$ cat src/rtl/ksbl_pkg.sv
`timescale 1ns / 1ps
// ---------------------------------------------------------------------------
// ksbl_pkg
// Shared types and constants of the k-th successor binary lifting block.
// ---------------------------------------------------------------------------
package ksbl_pkg;

  localparam int unsigned NODES   = 1024;
  localparam int unsigned LEVELS  = 20;
  localparam int unsigned NODE_W  = $clog2(NODES);
  localparam int unsigned LEVEL_W = $clog2(LEVELS);
  localparam int unsigned ADDR_W  = LEVEL_W + NODE_W;
  localparam int unsigned DEPTH   = LEVELS * NODES;
  localparam int unsigned CNT_W   = NODE_W + 1;
  localparam int unsigned STEPS_W = 20;
  localparam int unsigned PADDR_W = 3;

  localparam logic [CNT_W-1:0] NODE_COUNT_RST = CNT_W'(NODES);
  localparam logic [CNT_W-1:0] NODES_CNT      = CNT_W'(NODES);
  localparam logic [LEVEL_W-1:0] LAST_LEVEL   = LEVEL_W'(LEVELS - 1);

  // register index, taken from paddr[2]
  localparam logic REG_NODE_COUNT = 1'b0;

  typedef enum logic [1:0] {
    MODE_LOAD  = 2'd0,
    MODE_BUILD = 2'd1,
    MODE_QUERY = 2'd2
  } mode_e;

  typedef enum logic [2:0] {
    ST_IDLE,
    ST_BUILD_RD1,
    ST_BUILD_RD2,
    ST_BUILD_WR,
    ST_QUERY,
    ST_QUERY_FIN,
    ST_RESULT
  } state_e;

  typedef struct packed {
    logic              we;
    logic [ADDR_W-1:0] waddr;
    logic [NODE_W-1:0] wdata;
    logic              re;
    logic [ADDR_W-1:0] raddr;
  } mem_req_t;

endpackage

$ cat src/rtl/ksbl_engine.sv
`timescale 1ns / 1ps
// ---------------------------------------------------------------------------
// ksbl_engine
// Sequencer for loads, table builds and queries, with the result register.
// ---------------------------------------------------------------------------
module ksbl_engine
  import ksbl_pkg::*;
(
  input  logic               clk_i,
  input  logic               rst_ni,
  input  logic [CNT_W-1:0]   lim_i,
  input  logic               s_axis_tvalid,
  output logic               s_axis_tready,
  input  logic [39:0]        s_axis_tdata,   // node, successor, steps
  input  logic [1:0]         s_axis_tuser,   // mode
  output logic               m_axis_tvalid,
  input  logic               m_axis_tready,
  output logic [15:0]        m_axis_tdata,   // end_node, zero fill
  output logic [0:0]         m_axis_tuser,   // bad_node
  output mem_req_t           mem_req_o,
  input  logic [NODE_W-1:0]  mem_rdata_i
);

  state_e             state_q, state_d;
  logic [LEVEL_W-1:0] lv_q, lv_d;
  logic [NODE_W-1:0]  idx_q, idx_d;
  logic [NODE_W-1:0]  p_q, p_d;
  logic               pend_q, pend_d;
  logic [STEPS_W-1:0] steps_q, steps_d;
  logic [NODE_W-1:0]  res_node_q, res_node_d;
  logic               res_bad_q, res_bad_d;
  logic               out_valid_q, out_valid_d;
  logic [NODE_W-1:0]  out_node_q, out_node_d;
  logic               out_bad_q, out_bad_d;

  logic [NODE_W-1:0]  in_node;
  logic [NODE_W-1:0]  in_succ;
  logic [STEPS_W-1:0] in_steps;
  logic               accept;
  logic               node_bad;
  logic [NODE_W-1:0]  cur;
  logic [CNT_W-1:0]   idx_next;

  assign in_node  = s_axis_tdata[NODE_W-1:0];
  assign in_succ  = s_axis_tdata[2*NODE_W-1:NODE_W];
  assign in_steps = s_axis_tdata[2*NODE_W+STEPS_W-1:2*NODE_W];
  assign accept   = s_axis_tvalid && s_axis_tready;
  assign node_bad = {1'b0, in_node} >= lim_i;
  assign cur      = pend_q ? mem_rdata_i : p_q;
  assign idx_next = {1'b0, idx_q} + CNT_W'(1);

  always_ff @(posedge clk_i or negedge rst_ni) begin
    if (!rst_ni) begin
      state_q     <= ST_IDLE;
      out_valid_q <= 1'b0;
      pend_q      <= 1'b0;
    end else begin
      state_q     <= state_d;
      out_valid_q <= out_valid_d;
      pend_q      <= pend_d;
    end
  end

  always_ff @(posedge clk_i) begin
    lv_q       <= lv_d;
    idx_q      <= idx_d;
    p_q        <= p_d;
    steps_q    <= steps_d;
    res_node_q <= res_node_d;
    res_bad_q  <= res_bad_d;
    out_node_q <= out_node_d;
    out_bad_q  <= out_bad_d;
  end

  always_comb begin
    state_d     = state_q;
    lv_d        = lv_q;
    idx_d       = idx_q;
    p_d         = p_q;
    pend_d      = pend_q;
    steps_d     = steps_q;
    res_node_d  = res_node_q;
    res_bad_d   = res_bad_q;
    out_valid_d = out_valid_q && !m_axis_tready;
    out_node_d  = out_node_q;
    out_bad_d   = out_bad_q;
    mem_req_o   = '0;
    s_axis_tready = 1'b0;

    unique case (state_q)
      ST_IDLE: begin
        s_axis_tready = 1'b1;
        if (accept) begin
          case (s_axis_tuser)
            MODE_LOAD: begin
              if (node_bad) begin
                res_node_d = '0;
                res_bad_d  = 1'b1;
                state_d    = ST_RESULT;
              end else begin
                mem_req_o.we    = 1'b1;
                mem_req_o.waddr = {LEVEL_W'(0), in_node};
                mem_req_o.wdata = in_succ;
              end
            end
            MODE_BUILD: begin
              if (lim_i != '0 && LEVELS > 1) begin
                lv_d    = LEVEL_W'(1);
                idx_d   = '0;
                state_d = ST_BUILD_RD1;
              end
            end
            MODE_QUERY: begin
              if (node_bad) begin
                res_node_d = '0;
                res_bad_d  = 1'b1;
                state_d    = ST_RESULT;
              end else begin
                p_d     = in_node;
                steps_d = in_steps;
                lv_d    = '0;
                pend_d  = 1'b0;
                state_d = ST_QUERY;
              end
            end
            default: ;
          endcase
        end
      end
      ST_BUILD_RD1: begin
        mem_req_o.re    = 1'b1;
        mem_req_o.raddr = {lv_q - LEVEL_W'(1), idx_q};
        state_d         = ST_BUILD_RD2;
      end
      ST_BUILD_RD2: begin
        mem_req_o.re    = 1'b1;
        mem_req_o.raddr = {lv_q - LEVEL_W'(1), mem_rdata_i};
        state_d         = ST_BUILD_WR;
      end
      ST_BUILD_WR: begin
        mem_req_o.we    = 1'b1;
        mem_req_o.waddr = {lv_q, idx_q};
        mem_req_o.wdata = mem_rdata_i;
        state_d         = ST_BUILD_RD1;
        if (idx_next == lim_i) begin
          idx_d = '0;
          if (lv_q == LAST_LEVEL) begin
            state_d = ST_IDLE;
          end else begin
            lv_d = lv_q + LEVEL_W'(1);
          end
        end else begin
          idx_d = idx_next[NODE_W-1:0];
        end
      end
      ST_QUERY: begin
        p_d             = cur;
        pend_d          = steps_q[lv_q];
        mem_req_o.re    = steps_q[lv_q];
        mem_req_o.raddr = {lv_q, cur};
        if (lv_q == LAST_LEVEL) begin
          state_d = ST_QUERY_FIN;
        end else begin
          lv_d = lv_q + LEVEL_W'(1);
        end
      end
      ST_QUERY_FIN: begin
        res_node_d = cur;
        res_bad_d  = 1'b0;
        pend_d     = 1'b0;
        state_d    = ST_RESULT;
      end
      ST_RESULT: begin
        if (!out_valid_q || m_axis_tready) begin
          out_valid_d = 1'b1;
          out_node_d  = res_node_q;
          out_bad_d   = res_bad_q;
          state_d     = ST_IDLE;
        end
      end
      default: state_d = ST_IDLE;
    endcase
  end

  assign m_axis_tvalid = out_valid_q;
  assign m_axis_tdata  = {(16 - NODE_W)'(0), out_node_q};
  assign m_axis_tuser  = out_bad_q;

  a_ready_idle: assert property (@(posedge clk_i) disable iff (!rst_ni)
    s_axis_tready |-> state_q == ST_IDLE)
    else $error("input taken outside idle");

  a_write_src: assert property (@(posedge clk_i) disable iff (!rst_ni)
    mem_req_o.we |-> (state_q == ST_IDLE || state_q == ST_BUILD_WR))
    else $error("table write from unexpected state");

  a_build_level: assert property (@(posedge clk_i) disable iff (!rst_ni)
    state_q == ST_BUILD_WR |-> lv_q != '0)
    else $error("build writing level zero");

  a_build_start: assert property (@(posedge clk_i) disable iff (!rst_ni)
    (accept && s_axis_tuser == MODE_BUILD && lim_i != '0) |=> state_q == ST_BUILD_RD1)
    else $error("build did not start");

  a_result_out: assert property (@(posedge clk_i) disable iff (!rst_ni)
    (state_q == ST_RESULT && (!out_valid_q || m_axis_tready)) |=> m_axis_tvalid)
    else $error("result not presented");

endmodule

$ cat config.mk
export PLATFORM = sky130hd
export DESIGN_NAME = ksbl_engine
export DESIGN_NICKNAME = d
export VERILOG_FILES = /design/src/rtl/ksbl_pkg.sv /design/src/rtl/ksbl_engine.sv
export SDC_FILE = /design/constraint.sdc
export NUM_CORES = 1
export LEC_CHECK = 0
export BUFFER_PORTS_ARGS = -buffer_cell sky130_fd_sc_hd__buf_2
export CAP_MARGIN = 0
export CORE_MARGIN = 2
export CORE_UTILIZATION = 55
export CTS_BUF_LIST = sky130_fd_sc_hd__clkbuf_16
export CTS_CLUSTER_SIZE = 16
export DETAILED_ROUTE_END_ITERATION = 8
export HOLD_SLACK_MARGIN = 0.05
export PLACE_DENSITY = 0.84
export SETUP_SLACK_MARGIN = 0.2
export SLEW_MARGIN = 20
export SYNTH_ARGS = -nofsm -noshare
export SYNTH_HDL_FRONTEND = slang
export SYNTH_SLANG_ARGS = --single-unit
$ cat constraint.sdc
create_clock -name clk_i -period 6.7 [get_ports clk_i]
set_input_delay 1.34 -clock clk_i [delete_from_list [all_inputs] [get_ports clk_i]]
set_output_delay 1.34 -clock clk_i [all_outputs]
set_load 0.1 [all_outputs]
==> results by group <==
Outcome
  – Outcome: finished, final reports clean

CTS
  – Clock H-tree levels: 3
  – Sinks on Clock Net: 72
  – Post-cts resize count: 0
  – Postcts setup bufs: 0
  – Buffers from clock root to sink, at most: 2
  – CTS tree: done
  – Num CTS Buffers: 9
  – Clk Tree Root Cell: clkbuf_16
  – CTS clock-pin slew for the worst setup and hold paths: 0.06 ns
  – Source-to-sink clock delay at the later pin of the worst-skew pair: 0.33 ns
  – Hold_buf cts: 0

Cells and area
  – Share of cells above drive strength 1: 0.280
  – Net count, final: 611
  – Number of antenna cells inserted: 0
  – Area Growth Syn to Fin: 21.1%

Worst setup path
  – Critical Path RT: 5.36 ns
  – Critical Path Source Type: input pin
  – Crit Path Max Fanout: 13
  – Crit path DAT: 4.17 ns
  – Class of the most critical setup path: input pin to output port
  – Setup slack on the worst flop-to-flop path: 3.53 ns
  – Kind of end point of the critical path: output port

STA
  – Final Setup Violations: 0
  – Clk_skew: 0.00566 ns
  – Min Tclk post-route: 5.51 ns
  – Setup tns final: 0 ns
  – Setup repair after global routing missed its margin: no
  – Actual slew at the worst max-slew pin: 1.17 ns
  – Highest clock rate: 182 MHz
  – Number of max-slew violations in the final report: 0
  – Worst slew margin relative to its limit: 0.218
  – Fin crit share: 0.822
  – Endpoints failing hold: 0

Placement
  – RePlAce Congestion: 0.951
  – Total half-perimeter wirelength after legalization and detailed placement: 8200 um
  – Number of I/O port buffers: 121

Drt
  – First DRT Iteration DRCs: 540
  – Vias: 3836
  – First-pass DRT Iterations: 6
  – Post-DRT Antenna Nets: 0
  – Number of design rule violations left after detail routing: 0
  – Routed length per placed instance: 17.9 um
  – Post-detailed-route via-to-cell ratio: 6.02
  – Routed Wire Length: 11400 um

Yosys
  – Cell Area, Synth: 0.00433 mm2
  – Sequential element share of the synthesized area: 0.494
  – Synthesized instance count: 424
  – Number of library cell types mapped by synthesis: 55
  – Yosys top cell by area: edfxtp_1
  – Post-synth EDFFs: 67
  – Average cell area after synthesis: 10.2 um2
  – Yosys Warn Count: 0
  – Yosys reg bits: 72
  – Top cells by area, synth: edfxtp_1 47%, a22o_1 4.3%, nor2_1 4.2%, o21ai_0 3.9%, ha_1 3.8%
  – Cell with the most instances after synthesis: edfxtp_1
  – Predominant post-synthesis flop cell: edfxtp_1
  – Most frequent cells after synthesis: 67 x edfxtp_1, 48 x nor2_1, 43 x nand2_1, 34 x o21ai_0, 21 x a22o_1
  – Top-area cell type share of the netlist area: 0.465
  – Async set or reset register ratio after synthesis: 0.0694

GRT
  – Largest net degree at the start of global routing: 30
  – Met1 usage: 0.354
  – Global-route wire length before repair: 17600 um
  – Combined global-route utilization of all metal layers: 0.270
  – M2 GR Usage: 0.432
  – Grt met3 use: 0.0635
  – Total congestion overflow: 0
  – Vias in the first global route: 3463
  – Initial antenna violation count: 0
  – Busiest layer in global routing: met2

Power
  – Post-route total power: 2.75 mW
  – Net switching fraction of the power: 0.539
  – Share of power burned in the clock network: 0.182
  – Switching pwr: 1.48 mW
  – Worst vdd rail ir drop: 0.257 mV
  – Internal Pwr Total: 1.27 mW
  – PD cells: 525 mW/mm2
  – Relative contribution of combinational cells to total power: 0.534
  – Sequential fraction of design power: 0.285
  – Reported leakage power: 2.28 nW

Die
  – Io pins: 128
  – Row cnt: 32
  – Area enclosed by the die boundary: 0.00859 mm2
  – Height of the chip: 92.7 um
  – Overall die width: 92.7 um
  – Initial standard-cell utilization of the core: 0.563
  – Floorplan Core Area: 0.00769 mm2

Run
  – Max-cap violations: 0

Min path
  – Class of the worst hold path: flop to flop
-- layout by cell type, fill, tap and decap left out, drive strengths merged, types with 2 or more instances in the layout --
| master | count |
|---|---|
| edfxtp | 67 |
| a21oi | 20 |
| mux2i | 10 |
| mux4 | 6 |
| xnor2 | 8 |
| conb | 6 |
| a22o | 21 |
| a211o | 2 |
| xor2 | 8 |
| inv | 19 |
| o21ai | 36 |
| nand2b | 3 |
| nor2 | 49 |
| nand2 | 43 |
| dfrtp | 5 |
| and3 | 8 |
| o22ai | 2 |
| clkbuf | 9 |
| a211oi | 3 |
| clkinv | 3 |
| nand3 | 12 |
| o211ai | 2 |
| nand4 | 3 |
| buf | 123 |
| o2111a | 2 |
| nor3 | 18 |
| and4 | 2 |
| and2 | 2 |
| o31ai | 2 |
| bufinv | 2 |
| nor2b | 5 |
| ha | 13 |
| o21a | 2 |
| nor4 | 3 |
-- flip-flops by register name, summed over array words and instances (netlist names), 3 cells and up --
register / count
p_q: 10
out_node_q: 10
lv_q: 5
steps_q: 20
res_node_q: 10
state_q: 3
idx_q: 10
-- layout make-up --
type	count	area, um2
Clock inverter	6	85.1
Fill cell	621	2450
Sequential cell	72	2140
Inverter	19	71.3
Tap cell	102	128
Clock buffer	9	225
Timing Repair Buffer	123	621
Multi-Input combinational cell	306	1970
-- cells by family after synthesis --
kind of cell / share of synthesized area
and+or+nand+nor: 0.161
AOI/OAI and AO/OA: 0.158
DFF: 0.494
buffers and inverters: 0.0541
xor gates and xnor gates: 0.0376
muxes: 0.0570
adders and majority gates: 0.0376
other: 0.000867
-- path summary, 6_finish.rpt --
| check | start | end | cells past startpoint |
|---|---|---|---|
| min reg2reg | res_node_q[0]$_SDFFCE_PN0P_ | out_node_q[0]$_DFFE_PP_ | 0 |
| min in group asynchronous | rst_ni | state_q[2]$_DFFE_PN0P_ | 1 |
| max in group asynchronous | rst_ni | m_axis_tvalid$_DFF_PN0_ | 1 |
| min | res_node_q[0]$_SDFFCE_PN0P_ | out_node_q[0]$_DFFE_PP_ | 0 |
| max reg2reg | state_q[2]$_DFFE_PN0P_ | idx_q[0]$_SDFFCE_PN0P_ | 4 |
| max | lim_i[9] | mem_req_o[27] | 12 |
-- critical path, stage by stage --
cell,delay (ns)
buf_2,0.11
inv_1,0.07
ha_1,0.32
a211o_1,0.29
nor2_1,0.09
o21ai_1,0.07
o21ai_1,0.21
nand3_1,0.15
nor2_1,0.62
buf_4,0.31
a22o_1,0.15
buf_2,0.43
-- per-layer routing --
metal | up-vias | part of all wire
li1 | 1764 | -
met1 | 1799 | 0.38
met2 | 236 | 0.48
met3 | 37 | 0.10
met4 | 0 | 0.030
met5 | - | 0
-- metrics by stage --
step	instances	worst slack (ns)	area (um2)	util	hold WS [ns]
global placement	622	1.40	4930	0.641	0.401
finish	637	1.19	5240	0.682	0.414
detailed placement	622	1.28	4930	0.641	0.406
floorplan	429	0.754	4340	-	0.400
global route	637	1.05	5240	0.682	0.424
CTS	637	1.28	5240	0.682	0.416
-- power by group through the flow --
stage | Clock (mW) | Sequential (mW) | Combinational, mW
final | 0.500 | 0.782 | 1.47
after global routing | 0.526 | 0.797 | 1.54
after CTS | 0.506 | 0.777 | 1.45
after detailed placement | 0 | 0.785 | 1.44
after global placement | 0 | 0.780 | 1.42
after floorplan | 0 | 0.777 | 1.20
Note: power is estimated with default switching activity, not from simulation.
